[src/partial_tracker_frame_match_unit_macros.svh]
// Assertion macros for the partial tracker frame match unit.
`ifndef PARTIAL_TRACKER_FRAME_MATCH_UNIT_MACROS_SVH
`define PARTIAL_TRACKER_FRAME_MATCH_UNIT_MACROS_SVH

// Checked only out of reset.
`define PTFM_ASSERT(lbl, prop, msg) \
  lbl: assert property (@(posedge clk_i) disable iff (!rst_ni) prop) else $error(msg);

// Checked at every edge, reset included.
`define PTFM_ASSERT_ALWAYS(lbl, prop, msg) \
  lbl: assert property (@(posedge clk_i) prop) else $error(msg);

`endif

[src/ptfm_pkg.sv]
// Shared types, constants and helpers for the partial tracker frame match unit.
package ptfm_pkg;

  localparam int unsigned MaxPeaksDefault = 64;
  localparam int unsigned IdBitsDefault   = 20;
  localparam int unsigned FreqW           = 19;
  localparam int unsigned OffW            = 17;
  localparam int unsigned FsW             = 40;
  localparam int unsigned TimeW           = 44;
  localparam int unsigned PassW           = 16;
  localparam logic [FreqW-1:0] DriftReset = FreqW'(480);

  typedef struct packed {
    logic [FreqW-1:0] freq;
    logic [OffW-1:0]  offset;
    logic [PassW-1:0] amp;
    logic [PassW-1:0] bw;
    logic [PassW-1:0] phase;
  } peak_t;

  typedef struct packed {
    logic insert;
    logic pop;
  } sort_op_t;

  typedef struct packed {
    logic shift;
    logic load;
  } elig_op_t;

  function automatic logic [FreqW-1:0] absdiff(input logic [FreqW-1:0] a,
                                               input logic [FreqW-1:0] b);
    absdiff = (a > b) ? (a - b) : (b - a);
  endfunction

  // frame_sample*16 + offset, clamped to the 44-bit range
  function automatic logic [TimeW-1:0] bp_time(input logic [FsW-1:0] fs,
                                               input logic [OffW-1:0] off);
    logic signed [TimeW+1:0] s;
    s = $signed({2'b00, fs, 4'b0000}) + (TimeW+2)'($signed(off));
    if (s[TimeW+1])   bp_time = '0;
    else if (s[TimeW]) bp_time = '1;
    else              bp_time = s[TimeW-1:0];
  endfunction

endpackage

[src/ptfm_elig_cell.sv]
// One cell of a partial row: id, end frequency and end time of one partial.
module ptfm_elig_cell import ptfm_pkg::*; #(
  parameter int unsigned IdBits = IdBitsDefault
) (
  input  logic              clk_i,
  input  elig_op_t          op_i,
  input  logic [IdBits-1:0] right_id_i,
  input  logic [FreqW-1:0]  right_freq_i,
  input  logic [TimeW-1:0]  right_time_i,
  input  logic [IdBits-1:0] load_id_i,
  input  logic [FreqW-1:0]  load_freq_i,
  input  logic [TimeW-1:0]  load_time_i,
  output logic [IdBits-1:0] id_o,
  output logic [FreqW-1:0]  freq_o,
  output logic [TimeW-1:0]  time_o
);

  logic [IdBits-1:0] id_q, id_d;
  logic [FreqW-1:0]  freq_q, freq_d;
  logic [TimeW-1:0]  time_q, time_d;

  always_comb begin
    id_d   = id_q;
    freq_d = freq_q;
    time_d = time_q;
    if (op_i.load) begin
      id_d   = load_id_i;
      freq_d = load_freq_i;
      time_d = load_time_i;
    end else if (op_i.shift) begin
      id_d   = right_id_i;
      freq_d = right_freq_i;
      time_d = right_time_i;
    end
  end

  always_ff @(posedge clk_i) begin
    id_q   <= id_d;
    freq_q <= freq_d;
    time_q <= time_d;
  end

  assign id_o   = id_q;
  assign freq_o = freq_q;
  assign time_o = time_q;

endmodule

[config.mk]
export PLATFORM = sky130hd
export DESIGN_NAME = ptfm_elig_cell
export DESIGN_NICKNAME = d
export VERILOG_FILES = /design/src/partial_tracker_frame_match_unit_macros.svh /design/src/ptfm_pkg.sv /design/src/ptfm_elig_cell.sv
export SDC_FILE = /design/constraint.sdc
export NUM_CORES = 1
export LEC_CHECK = 0
export BUFFER_PORTS_ARGS = -buffer_cell sky130_fd_sc_hd__buf_2
export CAP_MARGIN = 40
export CORE_AREA = 2 2 97 99
export CTS_CLUSTER_DIAMETER = 30
export CTS_CLUSTER_SIZE = 24
export DETAILED_ROUTE_END_ITERATION = 10
export DIE_AREA = 0 0 99 101
export GPL_TIMING_DRIVEN = 0
export PLACE_DENSITY = 0.81
export SYNTH_ARGS = -nofsm -noshare
export SYNTH_HDL_FRONTEND = slang
export SYNTH_SLANG_ARGS = --single-unit
[constraint.sdc]
create_clock -name clk_i -period 4.1 [get_ports clk_i]
set_input_delay 0.41 -clock clk_i [delete_from_list [all_inputs] [get_ports clk_i]]
set_output_delay 0.41 -clock clk_i [all_outputs]
set_load 0.01 [all_outputs]
==> impl_metrics.env, run 1 <==
export IMPL_endpoint_kind="flip-flop"
export IMPL_comb_power_share_pct=18.6
export IMPL_rows=35
export IMPL_crit_start="op_i[0]"
export IMPL_cts_root_buf="clkbuf_8"
export IMPL_clkSlewWorstSetupHoldPaths_ns=0.09
export IMPL_clkPwrFrac_pct=28.7
export IMPL_gp_congestion=0.755
export IMPL_synth_cell_types=6
export IMPL_switching_share_pct=23.8
export IMPL_viasPerCell=4.60
export IMPL_avgRoutedWirePerCell_um=15.7
export IMPL_fmax_mhz=613
export IMPL_cts_max_path_buffers=2
export IMPL_wl_um=8690
export IMPL_layout_commonest_cell="buf_2"
export IMPL_layout_nets=607
export IMPL_syn_area_mm2=0.00374
export IMPL_worstSetupStartpointType="input port"
export IMPL_p_leak_uw=0.00257
export IMPL_cts_htree_levels=3
export IMPL_grt_pass1_wl_um=12800
export IMPL_netlist_instances=176
export IMPL_required_ns=4.13
export IMPL_firstDrtPassIters=4
export IMPL_numCtsBuffers=9
export IMPL_cts_hold_fix_buffers=0
export IMPL_syn_to_final_growth_pct=42.9
export IMPL_cts_tree="built"
export IMPL_grt_usage_pct=16.8
export IMPL_crit_arrival_ns=1.66
export IMPL_finalSetupViolCount=0
export IMPL_die_h_um=101
export IMPL_numPortBuffers=250
export IMPL_drv_slew=0
export IMPL_ys_warn_count=0
export IMPL_initial_core_util_pct=41.7
export IMPL_seq_power_share_pct=52.7
export IMPL_ant_nets=0
export IMPL_drt_iter0_markers=41
export IMPL_grt_max_degree=43
export IMPL_yosys_register_bits=83
export IMPL_crit_type="input port to flip-flop"
export IMPL_ctsResizeCount=0
export IMPL_ios=252
export IMPL_vdd_ir_drop_max_mv=0.159
export IMPL_p_sw_uw=479
export IMPL_cap_violations=0
export IMPL_cts_sinks=83
export IMPL_fin_util_pct=59.6
export IMPL_min_delay_start="right_time_i[6]"
export IMPL_fillers=719
export IMPL_rsz0062_at_grt="no"
export IMPL_n_antenna_cell=0
export IMPL_dieArea_mm2=0.0100
export IMPL_synth_seq_area_share_pct=66.6
export IMPL_hold_path_class="input port to flip-flop"
export IMPL_die_w_um=99
export IMPL_route_detailed_drc=0
export IMPL_dpl_hpwl_um=6760
export IMPL_fin_crit_ns=1.63
export IMPL_core_area_mm2=0.00898
export IMPL_cp_max_fo=42
export IMPL_grt_pass1_vias=2632
export IMPL_tns_ns=0
export IMPL_run_status="finished, final reports clean"
export IMPL_cts_setup_buffers=0
export IMPL_slew_headroom_pct=61.5
export IMPL_intPower_uw=1530
export IMPL_final_cell_mix="buf_2, edfxtp_1, mux2_4, mux2_2, clkbuf_8"
export IMPL_syn_area_per_cell_um2=21.3
export IMPL_vias=2548
export IMPL_fin_crit_sh_pct=39.8
export IMPL_grt_antenna_before_repair=0
export IMPL_worstMarginPinSlew_ns=0.577
export IMPL_drive_above_1_share_pct=80.8
export IMPL_overflow=0
export IMPL_syn_nets=345
export IMPL_powerDensity_mw_per_mm2=376
export IMPL_report_final_hold_viol_count=0
[power groups by stage]
stage	Sequential (µW)	Clock (µW)	Combinational (µW)
floorplan	1140	0	129
global placement	1080	0	367
detailed placement	1080	0	379
CTS	1060	596	379
global route	1070	632	401
finish	1060	577	374
[final cells by class]
type	instances	area, µm²	share of cell area (%)
Sequential cell	83	2490	46.6
Timing Repair Buffer	251	1270	23.8
Multi-Input combinational cell	84	1160	21.8
Tap cell	111	139	2.60
Clock buffer	10	128	2.39
Buffer	9	88.8	1.66
Clock inverter	6	65.1	1.22
[per-stage QoR]
stage	power [µW]	setup slack [ns]	hold slack (ns)	cell area, µm²	std cells
after global placement	1450	1.43	0.711	5130	537
after floorplan	1270	1.91	0.627	3740	176
after CTS	2040	2.46	0.328	5350	554
after detailed placement	1460	2.07	0.713	5160	538
after global routing	2100	2.39	0.322	5350	554
final	2010	2.47	0.349	5350	554
[synth_stat cells]
master	number	area share, %
or2_2	1	0.17
buf_6	7	2.1
mux2_2	24	7.2
buf_2	2	0.27
edfxtp_1	83	67
mux2_4	59	24
[sequential cells by signal, summed over array words and instances, names as in the netlist]
register / count
freq_o: 19
id_o: 20
time_o: 44
[worst max-delay path: stages]
cell	delay [ns]
buf_6	0.16
buf_6	0.22
or2_4	0.53
buf_12	0.31
[logic make-up (layout without fill, tap and decap cells)]
logic type / after synthesis / after routing / share of synthesized area, %
buf+inv: 9 / 276 / 2.37
mux: 83 / 83 / 30.9
simple gates: 1 / 1 / 0.167
flops: 83 / 83 / 66.6
[final timing paths]
check	end	depth (start not counted)
worst max-delay path	time_o[2]	4
worst min-delay path	time_o[6]	2
[per-layer routing]
metal	up-vias	GRT usage, %	routed length [µm]
met4	0	6.74	172
met3	15	5.89	850
met5	-	0	0
met1	1153	18.4	3110
li1	1219	-	-
met2	161	29.8	4560
No activity file was read; power rests on OpenSTA's default activity.
==> inputs of run 2 (changes only) <==
CORE_AREA = not set   (was 2 2 97 99)
CORE_MARGIN = 1.5   (was not set)
CORE_UTILIZATION = 38   (was not set)
DIE_AREA = not set   (was 0 0 99 101)
PLACE_DENSITY = 0.77   (was 0.81)
clock period = 1.4 ns   (was 4.1 ns; I/O delays follow)
==> run 2 against run 1 <==
Compared with the run above:
- clock power grew 140%
- highest routed layer unchanged
- global-route usage down 1.4 points
- die area rose by 4.6%
- final cell count rose by 3.8%
==> impl_metrics.env, run 2 (synthesis results as in run 1) <==
export IMPL_avgRoutedWirePerCell_um=15.0
export IMPL_max_stage_delay_ns=0.44
export IMPL_fin_crit_sh_pct=84.6
export IMPL_worstSetupStartpointType="input port"
export IMPL_vdd_ir_drop_max_mv=0.453
export IMPL_placed_cells=560
export IMPL_grt_usage_pct=15.4
export IMPL_fmax_mhz=845
export IMPL_cap_violations=0
export IMPL_cts_tree="built"
export IMPL_required_ns=1.43
export IMPL_viasPerCell=4.47
export IMPL_drv_slew=0
export IMPL_cp_slowest_cell="or2_4"
export IMPL_ios=252
export IMPL_cts_sinks=83
export IMPL_cp_common_cell="buf_12"
export IMPL_multi_input_area_mm2=0.00116
export IMPL_die_w_um=102
export IMPL_grt_max_degree=52
export IMPL_rsz0062_at_grt="no"
export IMPL_regArea_mm2=0.00249
export IMPL_numPortBuffers=250
export IMPL_final_cell_area_mm2=0.00536
export IMPL_cp_cell_sequence="buf_12 > buf_12 > or2_4 > buf_16"
export IMPL_final_cells=575
export IMPL_dpl_hpwl_um=6710
export IMPL_report_final_hold_viol_count=0
export IMPL_ant_nets=0
export IMPL_layout_nets=607
export IMPL_finalSetupViolCount=0
export IMPL_gp_congestion=0.742
export IMPL_crit_arrival_ns=1.21
export IMPL_initial_core_util_pct=38.7
export IMPL_fillers=816
export IMPL_grt_pass1_wl_um=11800
export IMPL_largest_reg_flops=44
export IMPL_slew_headroom_pct=67.5
export IMPL_cts_hold_fix_buffers=0
export IMPL_cts_root_buf="clkbuf_8"
export IMPL_cp_max_fo=51
export IMPL_syn_to_final_growth_pct=43.1
export IMPL_cts_setup_buffers=0
export IMPL_p_leak_uw=0.00256
export IMPL_dieArea_mm2=0.0105
export IMPL_endpoint_kind="flip-flop"
export IMPL_run_status="finished, final reports clean"
export IMPL_drt_iter0_markers=53
export IMPL_numCtsBuffers=9
export IMPL_fin_crit_ns=1.18
export IMPL_final_cell_mix="buf_2, edfxtp_1, mux2_4, mux2_2, clkbuf_8"
export IMPL_placed_area_mm2=0.00521
export IMPL_core_area_mm2=0.00968
export IMPL_rows=36
export IMPL_route_detailed_drc=0
export IMPL_powerDensity_mw_per_mm2=1050
export IMPL_cts_htree_levels=3
export IMPL_overflow=0
export IMPL_crit_type="input port to flip-flop"
export IMPL_wl_um=8600
export IMPL_n_antenna_cell=0
export IMPL_grt_antenna_before_repair=0
export IMPL_cts_max_path_buffers=2
export IMPL_die_h_um=102
export IMPL_clkSlewWorstSetupHoldPaths_ns=0.08
export IMPL_layout_commonest_cell="buf_2"
export IMPL_hold_path_class="input port to flip-flop"
export IMPL_drive_above_1_share_pct=80.3
export IMPL_vias=2573
export IMPL_grt_pass1_vias=2599
export IMPL_ctsResizeCount=0
export IMPL_worstMarginPinSlew_ns=0.487
export IMPL_firstDrtPassIters=4
## run 2: changes by cell type in the layout (fill, tap and decap cells not counted), sizes merged
cell    delta
inv        -1
bufinv     -1
clkinv     +1
## run 2: layer usage
layer	GRT usage, %	share of wire (%)	vias to the layer above
li1	-	-	1216
met1	15.9	38	1200
met3	3.56	7.2	10
met5	0	0	-
met4	8.01	1.7	0
met2	29.0	53	147
## run 2: cell type report
cell class | count | share of cell area (%)
plain buffers | 9 | 1.99
clock buffers | 10 | 2.38
flip-flops and latches | 83 | 46.5
clock inverters | 5 | 0.397
repair buffers | 251 | 23.9
multi-input cells | 84 | 21.7
well taps | 133 | 3.11
## run 2: power by group
group,internal (µW),switching [µW]
Sequential,3050,65.9
Combinational,618,481
Clock,612,794
Total,4280,1340
## run 2: worst paths after layout
check	start	endpoint	slack, ns	cells after the start
max	op_i[0]	freq_o[18]	0.22	4
min	load_time_i[31]	time_o[31]	0.1	2
## run 2: critical path: cells and delay by family
kind | cells | cell delay [ns]
buffers and inverters | 3 | 0.59
AND/OR/NAND/NOR | 1 | 0.44
## run 2: per-stage QoR
step | setup WS (ns) | TNS [ns] | total power, µW | util (%) | hold WS [ns]
finish | 0.216 | 0 | 5620 | 55.3 | 0.0951
global route | 0.148 | 0 | 5870 | 55.3 | 0.0741
CTS | 0.225 | 0 | 5690 | 55.3 | 0.0651
detailed placement | -0.170 | -8.49 | 4280 | 53.8 | 0.443
global placement | -0.330 | -27.07 | 4240 | 53.5 | 0.440
floorplan | -0.0461 | -3.83 | 3720 | - | 0.357
