--- config.mk ---
export PLATFORM = sky130hd
export DESIGN_NAME = ptfm_sort_cell
export DESIGN_NICKNAME = d
export VERILOG_FILES = /design/src/partial_tracker_frame_match_unit_macros.svh /design/src/ptfm_pkg.sv /design/src/ptfm_sort_cell.sv
export SDC_FILE = /design/constraint.sdc
export NUM_CORES = 1
export LEC_CHECK = 0
export BUFFER_PORTS_ARGS = -buffer_cell sky130_fd_sc_hd__buf_2
export CAP_MARGIN = 25
export CORE_AREA = 5 5 128 130
export CTS_BUF_LIST = sky130_fd_sc_hd__clkbuf_8
export DETAILED_ROUTE_END_ITERATION = 16
export DIE_AREA = 0 0 133 135
export GPL_TIMING_DRIVEN = 1
export PLACE_DENSITY = 0.66
export SETUP_SLACK_MARGIN = 0.3
export SLEW_MARGIN = 15
export SYNTH_ARGS = -nofsm -noshare
export SYNTH_HDL_FRONTEND = slang
export SYNTH_SLANG_ARGS = --single-unit
--- constraint.sdc ---
create_clock -name clk_i -period 10.95 [get_ports clk_i]
set_input_delay 2.7375 -clock clk_i [delete_from_list [all_inputs] [get_ports clk_i]]
set_output_delay 2.7375 -clock clk_i [all_outputs]
set_load 0.01 [all_outputs]
--- src/partial_tracker_frame_match_unit_macros.svh ---
// Assertion macros for the partial tracker frame match unit.
`ifndef PARTIAL_TRACKER_FRAME_MATCH_UNIT_MACROS_SVH
`define PARTIAL_TRACKER_FRAME_MATCH_UNIT_MACROS_SVH

// Checked only out of reset.
`define PTFM_ASSERT(lbl, prop, msg) \
  lbl: assert property (@(posedge clk_i) disable iff (!rst_ni) prop) else $error(msg);

// Checked at every edge, reset included.
`define PTFM_ASSERT_ALWAYS(lbl, prop, msg) \
  lbl: assert property (@(posedge clk_i) prop) else $error(msg);

`endif

--- src/ptfm_pkg.sv ---
// Shared types, constants and helpers for the partial tracker frame match unit.
package ptfm_pkg;

  localparam int unsigned MaxPeaksDefault = 64;
  localparam int unsigned IdBitsDefault   = 20;
  localparam int unsigned FreqW           = 19;
  localparam int unsigned OffW            = 17;
  localparam int unsigned FsW             = 40;
  localparam int unsigned TimeW           = 44;
  localparam int unsigned PassW           = 16;
  localparam logic [FreqW-1:0] DriftReset = FreqW'(480);

  typedef struct packed {
    logic [FreqW-1:0] freq;
    logic [OffW-1:0]  offset;
    logic [PassW-1:0] amp;
    logic [PassW-1:0] bw;
    logic [PassW-1:0] phase;
  } peak_t;

  typedef struct packed {
    logic insert;
    logic pop;
  } sort_op_t;

  typedef struct packed {
    logic shift;
    logic load;
  } elig_op_t;

  function automatic logic [FreqW-1:0] absdiff(input logic [FreqW-1:0] a,
                                               input logic [FreqW-1:0] b);
    absdiff = (a > b) ? (a - b) : (b - a);
  endfunction

  // frame_sample*16 + offset, clamped to the 44-bit range
  function automatic logic [TimeW-1:0] bp_time(input logic [FsW-1:0] fs,
                                               input logic [OffW-1:0] off);
    logic signed [TimeW+1:0] s;
    s = $signed({2'b00, fs, 4'b0000}) + (TimeW+2)'($signed(off));
    if (s[TimeW+1])   bp_time = '0;
    else if (s[TimeW]) bp_time = '1;
    else              bp_time = s[TimeW-1:0];
  endfunction

endpackage

--- src/ptfm_sort_cell.sv ---
// One cell of the insertion-sort row: holds one buffered peak.
module ptfm_sort_cell import ptfm_pkg::*; (
  input  logic     clk_i,
  input  sort_op_t op_i,
  input  logic     vld_i,
  input  peak_t    key_i,
  input  peak_t    left_i,
  input  logic     left_gt_i,
  input  peak_t    right_i,
  output logic     gt_o,
  output peak_t    data_o
);

  peak_t data_q, data_d;

  // empty cells count as greater so the key lands after the last valid entry
  assign gt_o = !vld_i || (data_q.freq > key_i.freq);

  always_comb begin
    data_d = data_q;
    if (op_i.insert) begin
      if (left_gt_i)  data_d = left_i;
      else if (gt_o)  data_d = key_i;
    end else if (op_i.pop) begin
      data_d = right_i;
    end
  end

  always_ff @(posedge clk_i) begin
    data_q <= data_d;
  end

  assign data_o = data_q;

endmodule

==> results.toml, run 1 <==
[floorplanning]
design.core.area_mm2 = 0.0150
row_count = 45
start_util_pct = 32.4
die_y_um = 135
die_area_mm2 = 0.0180
ios = 342
die_x_um = 133

[clock_tree]
cts_tree = "yes"
cts_buffers = 9
post_cts_resized = 0
postCtsSetupBuffers = 0
clk_latency_ps = 350
cts.sinks = 84
path_clk_slew_ps = 80
cts_max_level = 3
cts_buffer_depth = 2
cts-root-buf = "clkbuf_8"
hold_buffers = 0

[power_and_ir_drop]
powerDensity_mw_per_mm2 = 122
swShare_pct = 26.8
seqPwrFrac_pct = 48.6
power.internal_uw = 611
p_total_uw = 835
leakage_nw = 3.37
vdd_drop_max_mv = 0.0538
switching_power_uw = 224
pwr-share-comb_pct = 23.4
clock_power_share_pct = 28.1

[timing]
relSlewSlack_pct = 34.1
fmax_mhz = 144
clock_skew_ps = 12.0
final-setup-viol-count = 0
fin_crit_sh_pct = 63.5
rsz0062_at_grt = "false"
slew_violations = 0
tightest_slew_ps = 989
fin_tns_setup_ps = 0
min_period_ps = 6950
hold_viol_final = 0
hold-worst-slack_ps = 1090

[critical_path]
start_kind = "input port"
crit_type = "input port to output port"
critical-path-max-stage-delay_ps = 440
crit_path_max_fanout = 4
cp.required_ps = 8210
cp.arrival_ps = 4220
crit_slowest_cell = "a2111oi_4"
cp_cell_sequence = "buf_2, inv_1, ha_1, a21oi_1, a31oi_1, a2111oi_4, a22oi_1, buf_2"
path_common_cell = "buf_2"
crit_buf_inv = 3
cp-end-kind = "output port"
critPathTopFamily = "compound AO/OA/AOI/OAI gates"

[global_route]
grt-ovfl-total = 0
top_usage_layer = "met2"
use_met3_pct = 6.26
grt_pass1_vias = 4495
grt_max_degree = 91
antenna_found_initial = 0
use_met1_pct = 16.2
grtUsageMet2_pct = 28.7
track_usage_pct = 15.8
grt_pass1_wl_um = 22300

[final_layout]
nFillCells = 1497
synthToLayoutAreaGrowth_pct = 40.1
layout_commonest_cell = "buf_2"
largest_reg_flops = 84
drive_gt1_share_pct = 47.4
diodes = 0
layout_common_cells = "buf_2 (339), a21oi_1 (89), nor2_1 (85)"
fin_nets = 1037

[routing]
drt.antenna.violating_nets = 0
wl_per_cell_um = 15.8
drc_errors = 0
vias_per_cell = 4.65
vias = 4435
drtPass1Iterations = 4
wirelength_um = 15000
drt_iter0_markers = 104

[yosys]
synth.distinct_cells = 28
ys.warnings.count = 0
synth_area_mm2 = 0.00487
syn_nets = 711
synth_area_per_cell_um2 = 11.2
synth.yosys.seq_area_share_pct = 51.8
ys_ff_latch = 84
synth_cells = 435

[placed_design]
portBuffers = 341
gp_congestion = 0.813
dpl.hpwl_um = 12300

[hold_path]
hold_class = "flip-flop to flip-flop"

[flow_run]
cap_violations = 0

[outcome]
status = "finished clean"
[cell families (layout without fill, tap and decap cells)]
kind of cell | after synthesis | in the layout | synth area share [%]
and+or+nand+nor | 99 | 99 | 8.34
DFF | 84 | 84 | 51.8
adders and majority gates | 19 | 19 | 4.88
buffers and inverters | 49 | 380 | 6.39
AOI/OAI and AO/OA | 100 | 100 | 11.4
muxes | 84 | 84 | 17.3
[synthesized netlist by cell type, drive strengths merged]
cell | count | share of area [%]
mux2i | 84 | 17
a22oi | 1 | 0.15
o32ai | 1 | 0.33
a2111oi | 1 | 0.56
o31ai | 1 | 0.26
ha | 19 | 4.9
clkbuf | 10 | 0.77
nor4 | 1 | 0.26
o21ai | 2 | 0.21
o21a | 1 | 0.15
nand4 | 5 | 0.77
a31oi | 2 | 0.26
a21oi | 89 | 9.1
a21o | 1 | 0.15
nor2 | 85 | 6.5
nand2 | 3 | 0.23
a211oi | 1 | 0.15
nor2b | 1 | 0.13
buf | 19 | 4.1
inv | 20 | 1.5
edfxtp | 84 | 52
nand3 | 4 | 0.41
[worst register-to-register path: stages (launching register included)]
cell	delay, ps
edfxtp_1	410
ha_1	340
nand2_1	90
o21a_1	180
o32ai_2	220
o31ai_2	120
a31oi_4	310
buf_4	810
[path summary, 6_finish.rpt]
kind,startpoint,end,slack (ps),cells past startpoint
worst max-delay path,key_i[79],gt_o,4000,8
worst min-delay path,data_o[83],data_o[72],1090,3
worst max register to register,data_o[67],data_o[56],8040,7
worst min register to register,data_o[83],data_o[72],1090,3
[stage by stage]
stage          utilization (%)  std cells  cell area [µm²]  worst slack (ps)
2_1_floorplan                -        435             4870              2200
3_3_place_gp              44.0        938             6620              4020
3_5_place_dp              44.0        938             6620              4010
4_1_cts                   45.4        954             6830              4010
5_1_grt                   45.4        954             6830              3860
6_report                  45.4        954             6830              4000
[layer usage]
metal  part of all wire [%]  up-vias
li1                       -     2244
met1                     35     1963
met2                     51      206
met3                     11       22
met4                    2.4        0
met5                      0        -
[layout make-up]
| cell class | count | area (µm²) | area share [%] |
|---|---|---|---|
| Inverter | 20 | 75.1 | 1.10 |
| Clock buffer | 9 | 124 | 1.81 |
| Multi-Input combinational cell | 302 | 2050 | 30.1 |
| Sequential cell | 84 | 2520 | 36.9 |
| Tap cell | 188 | 235 | 3.44 |
| Timing Repair Buffer | 344 | 1730 | 25.4 |
| Clock inverter | 7 | 83.8 | 1.23 |
[power groups by stage]
stage / Combinational [mW] / Clock (mW) / Sequential, mW
global route: 0.216 / 0.260 / 0.409
CTS: 0.199 / 0.246 / 0.406
detailed placement: 0.198 / 0 / 0.413
global placement: 0.197 / 0 / 0.412
finish: 0.195 / 0.235 / 0.405
floorplan: 0.0859 / 0 / 0.433
Power figures use the tool's default switching activity.
==> run 2, diff against run 1 <==
Settings changed: ABC_AREA from default to 1, CORE_AREA 5 5 128 130 to 5 5 131 133, DIE_AREA 0 0 133 135 to 0 0 136 138, PLACE_DENSITY 0.66 to default.
Clock period 10.95 ns to 6.9 ns, I/O delays scaled along.
==> run 2 against run 1 <==
Against the previous run: wire length is 23% higher; die area is 4.5% higher; critical path type unchanged; total power is 58% higher; count of clock-buffer cells in the layout stayed put; highest routed layer is now met5; global-route usage is 3.2 points higher; cell count is 15% higher; synthesized cell count is 27% higher; via count is 13% higher; sequential share of layout area is 0.068 points lower.
==> results.toml, run 2 <==
[outcome]
status = "finished clean"

[routing]
vias = 5022
drt.antenna.violating_nets = 0
vias_per_cell = 4.56
drt_iter0_markers = 232
drc_errors = 0
wirelength_um = 18400
wl_per_cell_um = 16.8
drtPass1Iterations = 4

[clock_tree]
cts_tree = "yes"
cts_buffer_depth = 2
hold_buffers = 0
cts_buffers = 9
cts-root-buf = "clkbuf_8"
path_clk_slew_ps = 80
cts_max_level = 3
postCtsSetupBuffers = 0
post_cts_resized = 0
cts.sinks = 84
clk_latency_ps = 370

[timing]
relSlewSlack_pct = 32.4
fin_crit_sh_pct = 67.3
fin_tns_setup_ps = 0
tightest_slew_ps = 1010
final-setup-viol-count = 0
min_period_ps = 4640
slew_violations = 0
clock_skew_ps = 11.8
rsz0062_at_grt = "false"
hold_viol_final = 0
fmax_mhz = 215

[yosys]
synth_cells = 554
synth_area_per_cell_um2 = 8.70
synth_common_cells = "nand2_1 (113), o21ai_0 (107), edfxtp_1 (84)"
synth_area_leaders = "edfxtp_1 (52%), o21ai_0 (11%), nand2_1 (8.8%)"
ys.warnings.count = 0
synth_top_area_share_pct = 52.4
synth.distinct_cells = 20
ys_ff_latch = 84
syn_nets = 830
yosys.area.top_type = "edfxtp_1"
ys.flop_type = "edfxtp_1"
yosysMostFrequentCell = "nand2_1"
synth_area_mm2 = 0.00482
synth-edff-count = 84
synth.yosys.seq_area_share_pct = 52.4
synthArstFlopShare_pct = 0

[global_route]
antenna_found_initial = 5
grt_pass1_wl_um = 27500
grt-ovfl-total = 0
grt_max_degree = 86
grt_pass1_vias = 4953
track_usage_pct = 19.1

[final_layout]
largest_reg_flops = 84
drive_gt1_share_pct = 43.3
layout_commonest_cell = "buf_2"
fin_area_mm2 = 0.00684
layout_common_cells = "buf_2 (341), nand2_1 (113), o21ai_0 (107)"
synthToLayoutAreaGrowth_pct = 42.0
fin_nets = 1153
nFillCells = 1632

[power_and_ir_drop]
vdd_drop_max_mv = 0.107
powerDensity_mw_per_mm2 = 193
p_total_mw = 1.32
leakage_nw = 3.29

[floorplanning]
die_x_um = 136
ios = 342
die_y_um = 138
row_count = 46
start_util_pct = 30.7
die_area_mm2 = 0.0188
design.core.area_mm2 = 0.0157

[critical_path]
crit_type = "input port to output port"
reg2reg_slack_ps = 4310
cp.required_ps = 5180
worstRegToRegCells = 12
crit_path_max_fanout = 3
endpoint = "gt_o"
cp-startpoint = "key_i[83]"
start_kind = "input port"
cp-end-kind = "output port"
cp.arrival_ps = 2920
r2r_start = "data_o[83]"
timing.rr.end = "data_o[59]"

[placed_design]
portBuffers = 341
dpl.hpwl_um = 14000
gp_congestion = 0.817
placed_area_mm2 = 0.00664

[flow_run]
cap_violations = 0

[hold_path]
hold_class = "flip-flop to flip-flop"
run 2: cell types whose count changed in the layout (fill, tap and decap cells not counted), sizes merged, moves of 2 or more:
cell,before,now
o21ai,2,169
nand2,3,113
mux2i,84,0
a21oi,89,6
inv,22,28
nand4,5,0
nor2,85,90
buf,344,348
diode,0,3
a31oi,2,0
clkinv,2,4
clkinvlp,1,3
run 2: where the power goes:
group | internal, mW | switching, mW | leakage [nW]
registers | 0.630 | 0.0156 | 0.858
logic | 0.136 | 0.181 | 2.34
clock network | 0.165 | 0.190 | 0.0903
total | 0.931 | 0.387 | 3.29
run 2: cell type report:
cell class,count,area [µm²],area share [%]
clock buffer,9,124,1.81
inverter,29,111,1.63
clock inverter,7,68.8,1.01
antenna,3,7.51,0.110
timing repair buffer,348,1770,25.9
sequential,84,2520,36.9
tap,216,270,3.95
multi-input combinational,405,1970,28.7
run 2: metal layers:
layer | share of wire (%) | wire, µm | global-route usage [%] | vias to the layer above
met1 | 37 | 6810 | 21.1 | 2235
met5 | 0.22 | 41 | 0 | -
li1 | - | - | - | 2537
met3 | 11 | 2040 | 8.24 | 33
met2 | 49 | 9080 | 32.2 | 211
met4 | 2.6 | 476 | 7.11 | 6
run 2: metrics by stage:
step           worst slack [ps]  hold WS, ps  instances  util [%]
2_1_floorplan              2170         1920        554         -
3_3_place_gp               2220         1970       1081      42.1
3_5_place_dp               2230         1540       1082      42.3
4_1_cts                    2230         1550       1098      43.5
5_1_grt                    2080         1610       1100      43.5
6_report                   2260         1520       1101      43.5
run 2: cell families (layout without fill, tap and decap cells):
family                   count (synthesis)  after routing  synth area share, %
buffers and inverters                   65            393                 6.86
AO/OA/AOI/OAI                          176            176                 18.4
AND/OR/NAND/NOR                        210            210                 17.5
other                                    0              3                    0
flip-flops                              84             84                 52.4
adder cells (fa/ha/maj)                 19             19                 4.93
run 2: worst max-delay path: stages:
cell and delay (ps):
buf_2 90, inv_1 30, ha_1 280, nand2_1 80, inv_2 70, nand3_2 60, nor2_2 170, nand3b_1 90
nand3_1 80, nand2_1 60, nand2_1 50, buf_2 120
run 2: worst min-delay path by stage:
stage,start,end,slack (ps),depth (start not counted)
after CTS,data_o[83],data_o[65],1550,9
final,data_o[83],data_o[65],1520,9
after global placement,data_o[83],data_o[72],1970,9
after detailed placement,data_o[83],data_o[65],1540,9
after floorplan,right_i[0],data_o[0],1920,2
after global routing,right_i[15],data_o[15],1610,3
